`src/design/npcm_ram.sv`:
```
// Generic single-write, single-read RAM with a registered read port.
`default_nettype none
module npcm_ram #(
   parameter int WIDTH = 8,
   parameter int DEPTH = 256
) (
   input  wire logic                     clock,
   input  wire logic                     wr_en,
   input  wire logic [$clog2(DEPTH)-1:0] wr_addr,
   input  wire logic [WIDTH-1:0]         wr_data,
   input  wire logic [$clog2(DEPTH)-1:0] rd_addr,
   output logic      [WIDTH-1:0]         rd_data
);

   logic [WIDTH-1:0] mem [DEPTH];
   logic [WIDTH-1:0] rd_data_ff;

   always_ff @(posedge clock) begin
      if (wr_en) begin
         mem[wr_addr] <= wr_data;
      end
      rd_data_ff <= mem[rd_addr];
   end

   assign rd_data = rd_data_ff;

endmodule
`default_nettype wire

```
`config.mk`:
```
export PLATFORM = sky130hd
export DESIGN_NAME = npcm_ram
export DESIGN_NICKNAME = d
export VERILOG_FILES = /design/src/design/npcm_ram.sv
export SDC_FILE = /design/constraint.sdc
export NUM_CORES = 2
export LEC_CHECK = 0
export ABC_CLOCK_PERIOD_IN_PS = 5050
export BUFFER_PORTS_ARGS = -buffer_cell sky130_fd_sc_hd__buf_4
export CORE_MARGIN = 2
export CORE_UTILIZATION = 44
export CTS_CLUSTER_DIAMETER = 60
export DETAILED_ROUTE_END_ITERATION = 10
export HOLD_SLACK_MARGIN = 0.03
export SLEW_MARGIN = 30
export SYNTH_ARGS = -nofsm -noshare
export SYNTH_HDL_FRONTEND = slang
export SYNTH_SLANG_ARGS = --single-unit
export TNS_END_PERCENT = 5
```
`constraint.sdc`:
```
create_clock -name clock -period 5.05 [get_ports clock]
set_input_delay 0.2525 -clock clock [delete_from_list [all_inputs] [get_ports clock]]
set_output_delay 0.2525 -clock clock [all_outputs]
set_load 0.02 [all_outputs]
```
Yosys cells after proc, flatten, opt, wreduce, memory -nomap -nowiden

Memory sizes are Yosys's and may differ from the RTL's. A register that Yosys moved wholly into a read port is not among the register bits.
Index checks and enable logic that the tools add are counted.

Muxes and demuxes: 2

Operators by type and width:

| operator         | count |
|---|---|
| 2-to-1 mux 1 bit | 2 |

Register bits after elaboration: 0
RAM bits: 2,048
Output and inout port bits: 8
Memories kept: 1

Memory list:

| name | words | width | read ports | clocked after Yosys merged registers in | wr ports | line | text |
|---|---|---|---|---|---|---|---|
| mem  | 256   | 8     | 1          | 1                                       | 1        | 15   | `logic [WIDTH-1:0] mem [DEPTH];` |

Longest topological paths before layout

Depth after elaboration: 2
Depth in mapped cells: 11
Gate-level depth less buffers: 6

Worst setup path before layout

Ideal clock, no wire load.

Kind: input to register
From: input rd_addr[0]
To: register rd_data_ff[2] (netlist: rd_data[2]) (read register of mem)
Data arrival time: 2.059 ns
Required time: 4.919 ns
Slack: 2.860 ns
Stages on the path: 9
Cell sequence: buf_6 buf_12 buf_8 buf_2 mux4_2 a22oi_1 a21oi_1 nor4_1 nor4_2

RTL lines:

| element         | line | text |
|---|---|---|
| start, declared | 11   | `input wire logic [$clog2(DEPTH)-1:0] rd_addr,` |
| end, declared   | 16   | `logic [WIDTH-1:0] rd_data_ff;` |

==> flow_summary.ini <==
[outcome]
status = complete, no violations

[logic_synthesis]
synthArstFlopShare = 0
postSynthCellCount = 3733
ys_top_cells_by_count = edfxtp_1 (2048), mux4_2 (454), nor2_1 (282), mux2i_1 (134), a22oi_1 (133)
synth-edff-count = 2048
yosysSeqAreaShare = 0.775
synth_top_cell_area_share = 0.773
avgSynthCellArea_um2 = 21.3
synth_area_mm2 = 0.0796
synthFlopType = edfxtp_1
synth_top_area_cell = edfxtp_1
synth-seq-cells = 2056
yosysMostFrequentCell = edfxtp_1
yosys.cell_types.count = 55
yosys_warnings = 0
syn-num-nets = 3759
synthTopCellsByArea = edfxtp_1 (77%), mux4_2 (13%), mux2i_1 (1.7%)

[power_and_ir_drop]
clockPowerShare = 0.415
seq_power_share = 0.535
power_leakage_nw = 27.4
pwr-share-comb = 0.050
finalPower_mw = 35.2
vdd_drop_max_v = 0.000327
internal-power_mw = 27.5
p_per_area_mw_per_mm2 = 394
switchingPower_mw = 7.69
switching_share = 0.218

[timing]
rsz0062_at_grt = no
fin_skew_ps = 49.0
hold_viol_final = 0
slew_viol_final = 0
post-route-period-util = 0.618
fin_setup_tns_ps = 0
max_freq_mhz = 320
tightest_slew_ps = 1110
min_period_ps = 3120
finalSetupViolations = 0
max_slew_margin = 0.262
final.setup.worst_slack_ps = 1930

[floorplanning]
rows = 156
die_w_um = 429
initial_core_util = 0.442
core_area_mm2 = 0.180
die_h_um = 429
io_pins = 34
dieArea_mm2 = 0.184

[finish]
regArea_mm2 = 0.0617
drive_gt1_frac = 0.234
fillerInstances = 14311
finalNetCount = 3901
syn_to_final_growth_pct = 12.4
multi_input_area_mm2 = 0.0166

[setup_path]
worst_setup_path_start_kind = input port
critPathArrivalTime_ps = 3820
crit_fanout = 80
r2r_slack_ps = 2340
reg2reg_from = mem[80][6]
reg2regPathDepth = 6
cp-endpoint = rd_data[1]
setup.worst_path.class = input port to register
worstSetupStartpoint = rd_addr[1]
cp.required_ps = 5740
r2r-end = rd_data[6]
crit_path_end_kind = register

[placed_design]
pre_cts_ws_ps = 1140
port_buffers = 33
place.gp.congestion = 0.851
place_hpwl_mm = 125

[routing]
via_per_inst = 6.06
drt-initial-drc-count = 4702
drt_first_pass_iters = 5
ant_nets = 0
drcViolationCount = 0
vias = 38925
routed_wl_mm = 202
wl_per_cell_um = 31.5

[clocking]
numCtsBuffers = 202
clk-insertion-delay-late_ps = 840
clk_pin_slew_ps = 60
cts_tree = done
cts_setup_buffers = 0
cts-htree-levels = 4
cts_resized = 0
cts_sinks = 2056
clockRootBuffer = clkbuf_16
cts_hold_buf = 9
clock_path_buffers = 3

[grt]
grt_pass1_vias = 38795
grt_usage = 0.218
grt_overflow = 0
grt_start_max_net_pins = 165
grt_pass1_wl_mm = 288
antenna_found_initial = 8

[hold_path]
worst_hold_path_type = input port to register

[job]
maxCapViolCount = 0
logic make-up after synthesis:
logic type	Yosys count	share of synthesized area
flops	2056	0.775
mux	591	0.146
simple gates	466	0.0263
compound gates	385	0.0342
buf+inv	235	0.0183
cell type report:
| type | instances | share of cell area |
|---|---|---|
| repair buffers | 171 | 0.0192 |
| clock buffers | 243 | 0.0585 |
| diodes | 4 | 0.000112 |
| inverters | 2 | 0.0000840 |
| well taps | 2370 | 0.0332 |
| flip-flops and latches | 2056 | 0.690 |
| clock inverters | 132 | 0.0132 |
| multi-input cells | 1442 | 0.186 |
layout by cell type, fill, tap and decap left out, types with 5 or more instances in the layout:
cell | Yosys | final
nand4_1 | 10 | 10
buf_8 | 13 | 10
o21ai_0 | 10 | 10
and2_1 | 6 | 6
o221ai_1 | 46 | 46
o22ai_1 | 28 | 28
mux4_2 | 454 | 454
clkinvlp_4 | 0 | 5
nand2b_1 | 8 | 8
nor2b_1 | 31 | 28
clkinv_2 | 0 | 41
nand3_1 | 34 | 24
nor3_1 | 22 | 21
nor2_1 | 282 | 265
a221oi_1 | 13 | 11
dfxtp_1 | 8 | 8
mux2i_1 | 134 | 134
clkbuf_1 | 111 | 40
o211ai_1 | 10 | 10
clkbuf_16 | 0 | 203
nor2_2 | 0 | 14
clkinv_1 | 1 | 55
inv_6 | 0 | 5
buf_4 | 27 | 127
nand2_1 | 33 | 32
dlygate4sd3_1 | 0 | 9
o22a_1 | 5 | 5
buf_12 | 8 | 20
a211oi_1 | 16 | 16
nor4_2 | 3 | 6
bufinv_16 | 0 | 14
nor4_1 | 24 | 21
edfxtp_1 | 2048 | 2048
a21oi_1 | 96 | 96
nand3_2 | 0 | 9
a22o_1 | 8 | 8
a22oi_1 | 133 | 133
state kept, by name, summed over array words and instances (netlist names):
signal and cells:
mem 2048, rd_data 8
metal layers:
layer | wire length (um) | global-route usage | vias up | share of wire
met5 | 0 | 0 | - | 0
met4 | 4520 | 0.0545 | 0 | 0.022
met3 | 15500 | 0.0416 | 263 | 0.077
met2 | 97300 | 0.345 | 1691 | 0.48
met1 | 85200 | 0.315 | 20957 | 0.42
li1 | - | - | 16014 | -
worst max-delay path, stage by stage:
cell and delay (ps):
buf_8 550, buf_12 480, buf_4 400, and2_1 340
a221oi_1 210, o211ai_1 160, nand3_1 110, nor4_1 750
buf_4 260, nor4_1 50
power groups by stage:
stage,registers [mW],clock network [mW],logic [mW]
after detailed placement,19.2,0,1.77
final,18.8,14.6,1.77
after CTS,18.8,14.8,1.78
after global placement,19.2,0,1.73
after global routing,18.8,15.5,1.86
after floorplan,19.2,0,0.914
how the worst min path moves through the flow:
| stage | slack, ps | startpoint | end | cells past startpoint |
|---|---|---|---|---|
| 3_5_place_dp | 700 | wr_data[7] | mem[8][7] | 1 |
| 4_1_cts | 110 | wr_addr[3] | mem[212][5] | 4 |
| 2_1_floorplan | 350 | wr_data[0] | mem[0][0] | 0 |
| 3_3_place_gp | 710 | rd_data[4] | rd_data[4] | 1 |
| 5_1_grt | 160 | wr_addr[1] | mem[203][1] | 3 |
| 6_report | 140 | wr_addr[1] | mem[203][5] | 3 |
metrics by stage:
stage	area [um^2]	hold slack [ps]	instances	utilization
CTS	89300	111	6414	0.496
detailed placement	82800	702	6030	0.460
finish	89400	143	6420	0.496
global route	89400	159	6417	0.496
floorplan	79600	351	3733	-
global placement	82600	711	6023	0.459
(Power assumes the default switching activity.)
