[config.mk]
export PLATFORM = sky130hd
export DESIGN_NAME = npcm_dist
export DESIGN_NICKNAME = d
export VERILOG_FILES = /design/src/design/npcm_pkg.sv /design/src/design/npcm_dist.sv
export SDC_FILE = /design/constraint.sdc
export NUM_CORES = 1
export LEC_CHECK = 0
export BUFFER_PORTS_ARGS = -buffer_cell sky130_fd_sc_hd__buf_4
export CAP_MARGIN = 20
export CELL_PAD_IN_SITES_DETAIL_PLACEMENT = 1
export CELL_PAD_IN_SITES_GLOBAL_PLACEMENT = 1
export CORE_MARGIN = 1
export CORE_UTILIZATION = 35
export CTS_CLUSTER_SIZE = 28
export DETAILED_ROUTE_END_ITERATION = 10
export PLACE_DENSITY_LB_ADDON = 0.15
export SLEW_MARGIN = 0
export SYNTH_ARGS = -nofsm -noshare
export SYNTH_HDL_FRONTEND = slang
export SYNTH_SLANG_ARGS = --single-unit
[constraint.sdc]
create_clock -name clock -period 14 [get_ports clock]
set_clock_uncertainty 0.05 [all_clocks]
set_input_delay 3.5 -clock clock [delete_from_list [all_inputs] [get_ports clock]]
set_output_delay 3.5 -clock clock [all_outputs]
set_load 0.05 [all_outputs]
[src/design/npcm_pkg.sv]
// Shared types and constants of the nearest palette color match block.
`default_nettype none
package npcm_pkg;

   localparam int PALETTE_DEPTH = 256;
   localparam int FRACTION_BITS = 4;

   localparam int IDX_W      = $clog2(PALETTE_DEPTH);
   localparam int CNT_W      = IDX_W + 1;
   localparam int PCOUNT_W   = 9;
   localparam int CMP_W      = (PCOUNT_W > CNT_W) ? PCOUNT_W : CNT_W;
   localparam int CEN_W      = 8 + FRACTION_BITS;
   localparam int SQ_W       = 2 * CEN_W;
   localparam int SUM_W      = SQ_W + 2;
   localparam int DIST_W     = 26;
   localparam int CENTROID_W = 3 * CEN_W;
   localparam int SUBST_W    = 24;
   localparam int PIXEL_W    = 24;
   localparam int CSR_ADDR_W = 2;

   localparam logic [CSR_ADDR_W-1:0] CSR_PALETTE_COUNT    = 2'd0;
   localparam logic [CSR_ADDR_W-1:0] CSR_MATCH_THRESHOLD  = 2'd1;
   localparam logic [CSR_ADDR_W-1:0] CSR_THRESHOLD_ENABLE = 2'd2;

   localparam logic REQ_LOAD     = 1'b0;
   localparam logic REQ_CLASSIFY = 1'b1;

   localparam logic [DIST_W-1:0] THRESHOLD_RESET = 26'd25600;

   typedef enum logic [1:0] {
      ST_IDLE,
      ST_SEARCH,
      ST_DRAIN,
      ST_FINISH
   } state_type;

   // Tag that travels with one palette entry through the distance pipeline.
   typedef struct packed {
      logic               valid;
      logic [IDX_W-1:0]   index;
      logic [SUBST_W-1:0] subst;
   } entry_tag_type;

endpackage
`default_nettype wire

[src/design/npcm_dist.sv]
// Two-stage squared distance unit shared by every palette entry of a search.
`default_nettype none
module npcm_dist (
   input  wire logic                             clock,
   input  wire logic                             reset,
   input  wire logic [npcm_pkg::PIXEL_W-1:0]     pixel,
   input  wire logic [npcm_pkg::CENTROID_W-1:0]  centroid,
   input  wire npcm_pkg::entry_tag_type          tag_in,
   output npcm_pkg::entry_tag_type               tag_out,
   output logic [npcm_pkg::SUM_W-1:0]            dist_out,
   output logic                                  busy
);

   logic [npcm_pkg::SQ_W-1:0]  sq_ff [3];
   logic [npcm_pkg::SQ_W-1:0]  sq_in [3];
   npcm_pkg::entry_tag_type    tag_a_ff, tag_a_in;
   npcm_pkg::entry_tag_type    tag_b_ff, tag_b_in;
   logic [npcm_pkg::SUM_W-1:0] sum_ff, sum_in;

   // Stage A: absolute channel differences and their squares.
   always_comb begin
      logic [npcm_pkg::CEN_W-1:0] p;
      logic [npcm_pkg::CEN_W-1:0] c;
      logic [npcm_pkg::CEN_W-1:0] d;
      for (int ch = 0; ch < 3; ch++) begin
         p = npcm_pkg::CEN_W'(pixel[ch*8 +: 8]) << npcm_pkg::FRACTION_BITS;
         c = centroid[ch*npcm_pkg::CEN_W +: npcm_pkg::CEN_W];
         d = (p >= c) ? (p - c) : (c - p);
         sq_in[ch] = npcm_pkg::SQ_W'(d) * npcm_pkg::SQ_W'(d);
      end
      tag_a_in = tag_in;
   end

   // Stage B: sum of the three squares.
   always_comb begin
      sum_in = npcm_pkg::SUM_W'(sq_ff[0]) + npcm_pkg::SUM_W'(sq_ff[1])
             + npcm_pkg::SUM_W'(sq_ff[2]);
      tag_b_in = tag_a_ff;
   end

   always_ff @(posedge clock) begin
      if (reset) begin
         tag_a_ff.valid <= 1'b0;
         tag_b_ff.valid <= 1'b0;
      end else begin
         tag_a_ff.valid <= tag_a_in.valid;
         tag_b_ff.valid <= tag_b_in.valid;
      end
      tag_a_ff.index <= tag_a_in.index;
      tag_a_ff.subst <= tag_a_in.subst;
      tag_b_ff.index <= tag_b_in.index;
      tag_b_ff.subst <= tag_b_in.subst;
      for (int ch = 0; ch < 3; ch++) begin
         sq_ff[ch] <= sq_in[ch];
      end
      sum_ff <= sum_in;
   end

   assign tag_out  = tag_b_ff;
   assign dist_out = sum_ff;
   assign busy     = tag_a_ff.valid;

endmodule
`default_nettype wire

# Yosys cells after proc, flatten, opt, wreduce, memory -nomap -nowiden
# Memories as Yosys holds them, arrays and structs flattened.
# Index checks and enable logic that the tools add are counted.
[classes]
n_addsub = 8
mul = 3
n_lt_le_gt_ge = 3
mux = 3
[op_table]
columns = ["operator", "n"]
rows = [
  ["multiplier 12 x 12 -> 24 bit", 3],
  ["subtractor 12 bit", 6],
  ["greater-or-equal comparator 12 bit", 3],
  ["two-way mux 12 bit", 3],
  ["adder 25 x 24 -> 26 bit", 1],
  ["adder 24 x 24 -> 25 bit", 1],
]
[word_totals]
register_bits = 92
mem_bits_rw = 72
in_bits = 95
out_inout_bits = 60
wordCells = 25
n_memories = 1
[mem_list]
columns = ["name", "depth", "width", "rd", "rd_ports_with_merged_regs", "write_ports", "line_no", "rtl"]
rows = [
  ["sq_ff", 3, 24, 3, 0, 3, "npcm_dist.sv:14", "logic [npcm_pkg::SQ_W-1:0] sq_ff [3];"],
]

# Logic depth before layout (Yosys ltp)
[logic_depth]
word_depth = 3
mapped_depth = 32

# Least setup slack after synthesis
# No wires, ideal clock.
[synth_path]
path_kind = "input port to flip-flop"
start = "input pixel[21] in the netlist's numbering"
end = "memory sq_ff[0][71] in the netlist's numbering"
t_arrival_ns = 10.635
slack_ns = 3.192
stages = 30
path_cell_list = "inv_1 > ha_1 > a21oi_1 > o21ai_1 > a2111oi_2 > nor2_1 > buf_4 > mux2i_1 > xnor2_1 > nand2_1 > fa_1 > inv_1 > fa_1 > inv_1 > fa_1 > inv_1 > fa_1 > inv_1 > fa_1 > inv_1 > ha_1 > nor4_1 > o211ai_1 > nand2_1 > o21ai_0 > or4b_2 > a31o_2 > a21oi_1 > o21ai_0 > xnor2_1"
[synth_lines]
columns = ["element", "line_no", "rtl"]
rows = [
  ["start, declared", "npcm_dist.sv:6", "input wire logic [npcm_pkg::PIXEL_W-1:0] pixel,"],
  ["end, declared", "npcm_dist.sv:14", ""],
]

==> flow_metrics.tcl <==
set metrics [dict create \
    status "completed" \
    post_cts_buffers 0 \
    cts_tree "yes" \
    synth_edf_count 0 \
    max_slew_margin_pct 29.6 \
    synth_area_leaders "fa_1 (29%), dfxtp_1 (18%), ha_1 (17%)" \
    final_util_pct 40.5 \
    rows 83 \
    syn2layout_area_growth_pct 14.3 \
    yosysUniqueCellTypes 73 \
    synth.yosys.seq_area_share_pct 17.7 \
    drt-total-wl_um 43600 \
    synthTopCellsByCount "inv_1 (460), fa_1 (263), ha_1 (241)" \
    worstHoldPathType "flip-flop to flip-flop" \
    numCtsBuffers 17 \
    drv_slew 0 \
    root_buffer "clkbuf_16" \
    avgSynthCellArea_sq_um 9.14 \
    num_vias 13400 \
    antenna_found_initial 3 \
    grt_use_total_pct 17.3 \
    yosysWarnings 0 \
    cts.sinks 161 \
    start_util_pct 35.4 \
    dieHeight_um 230 \
    diodes 0 \
    die-width_um 230 \
    htree_levels 4 \
    fmax_ghz 0.0862 \
    ys.flop_type "dfxtp_1" \
    crit_fanout 13 \
    crit_type "primary input to flip-flop" \
    vias_per_cell 4.69 \
    layout.nets 2760 \
    cts_resized 0 \
    core-area_sq_um 51400 \
    min_period_over_period_pct 82.9 \
    grt_pass1_vias 14900 \
    postCtsHoldBufs 0 \
    fillers 5990 \
    synth.top_cell.area_share_pct 28.9 \
    synthesis.area_sq_um 18200 \
    drive_gt1_share_pct 10.8 \
    grt_start_max_net_pins 17 \
    netlist_instances 1992 \
    drv_cap 0 \
    yosysTopAreaCell "fa_1" \
    hold_ws_ns 0.273 \
    grt_pass1_wl_um 73700 \
    fin_crit_ns 11.60 \
    hold_viol 0 \
    routabilityCongestion 0.792 \
    critPathArrivalTime_ns 11.88 \
    end_kind "flip-flop" \
    dpl.hpwl_um 38400 \
    ys_ff_latch 161 \
    finalSetupViolCount 0 \
    required_ns 14.28 \
    cts_buffer_depth 2 \
    rsz0062_at_grt "false" \
    num_io_pins 155 \
    synth_most_common_cell "inv_1" \
    synth_async_sr_flop_share_pct 0 \
    clock_latency_ns 0.44 \
    port_buffers 154 \
    totalNegativeSetupSlack_ns 0 \
    tightest_slew_ns 1.05 \
    critPathLaunchType "primary input" \
    drtAntennaViolNets 0 \
    gr-total-overflow 0 \
    drt-initial-drc-count 387 \
    dr.pass1.iters 4 \
    path_clk_slew_ns 0.07 \
    avgRoutedWirePerCell_um 15.3 \
    dieArea_sq_um 53000 \
    drcViolationCount 0 \
]
[worst paths after layout]
kind	startpoint	endpoint	slack, ns	cells past startpoint
max	centroid[24]	sq_ff[0][71]	2.40	28
min	tag_a_ff[10]	tag_out[10]	0.27	0
max reg2reg	sq_ff[0][4]	dist_out[25]	10.14	11
min reg2reg	tag_a_ff[10]	tag_out[10]	0.27	0
[state kept, by name (all words and copies together), names as in the netlist]
register  cells
busy          1
tag_out      33
tag_a_ff     32
sq_ff        69
dist_out     26
[worst max-delay path, stage by stage]
cell	delay, ns
buf_4	0.15
inv_2	0.17
ha_1	0.21
inv_1	0.07
o41ai_2	0.50
a2111oi_2	0.18
nor2_1	0.71
o22ai_1	0.22
xor2_1	0.83
nor2_1	0.23
fa_1	0.56
inv_1	0.05
fa_1	0.47
inv_1	0.05
fa_1	0.50
fa_1	0.54
inv_1	0.05
fa_1	0.52
inv_1	0.04
ha_1	0.35
and2_1	0.20
a31oi_1	0.13
o21ai_0	0.19
or4b_2	0.68
a31o_2	0.26
a21oi_1	0.21
o21ai_0	0.14
xnor2_1	0.14
[logic make-up after synthesis]
| group | share of synthesized area [%] |
|---|---|
| AO/OA/AOI/OAI | 9.75 |
| XOR/XNOR | 5.52 |
| adder cells (fa/ha/maj) | 45.5 |
| buffers and inverters | 10.2 |
| flip-flops | 17.7 |
| multiplexers | 0.920 |
| other | 0.0206 |
| AND/OR/NAND/NOR | 10.5 |
[final cells by class]
class	count	area, sq um	area share [%]
flip-flops and latches	161	3220	15.5
clock inverters	14	143	0.685
inverters	475	1790	8.58
multi-input cells	1343	13100	63.2
well taps	680	851	4.09
repair buffers	163	1220	5.88
clock buffers	18	439	2.11
[placed cells by master, fill, tap and decap left out, types with 10 or more instances in the layout]
| cell | count |
|---|---|
| nor2_1 | 205 |
| ha_1 | 241 |
| xor2_1 | 20 |
| dfxtp_1 | 161 |
| clkbuf_16 | 17 |
| o21a_1 | 19 |
| o21ai_0 | 59 |
| mux2i_1 | 10 |
| a21o_1 | 24 |
| buf_4 | 163 |
| nor2b_1 | 17 |
| nor3_1 | 18 |
| a211oi_1 | 14 |
| a21oi_1 | 83 |
| nand3_1 | 14 |
| nand2_1 | 110 |
| or3_1 | 12 |
| nand2b_1 | 17 |
| xnor2_1 | 88 |
| o21bai_1 | 12 |
| fa_1 | 263 |
| inv_1 | 460 |
[routing by layer]
| metal | global-route usage, % | routed length (um) | up-vias |
|---|---|---|---|
| li1 | - | - | 6539 |
| met1 | 21.8 | 19700 | 6658 |
| met2 | 31.1 | 22200 | 154 |
| met3 | 2.53 | 1140 | 35 |
| met4 | 3.41 | 547 | 2 |
| met5 | 0 | 13 | - |
[metrics by stage]
step / cell area, sq um / instances / setup slack [ns]
after floorplan: 18200 / 1994 / 3.19
after global placement: 20200 / 2821 / 2.12
after detailed placement: 20200 / 2821 / 1.91
after CTS: 20800 / 2853 / 2.39
after global routing: 20800 / 2854 / 1.87
final: 20800 / 2854 / 2.40
Power is left out: the tool's default activity adds up to more than one toggle a clock period on the data nets, which glitch-free logic cannot reach.
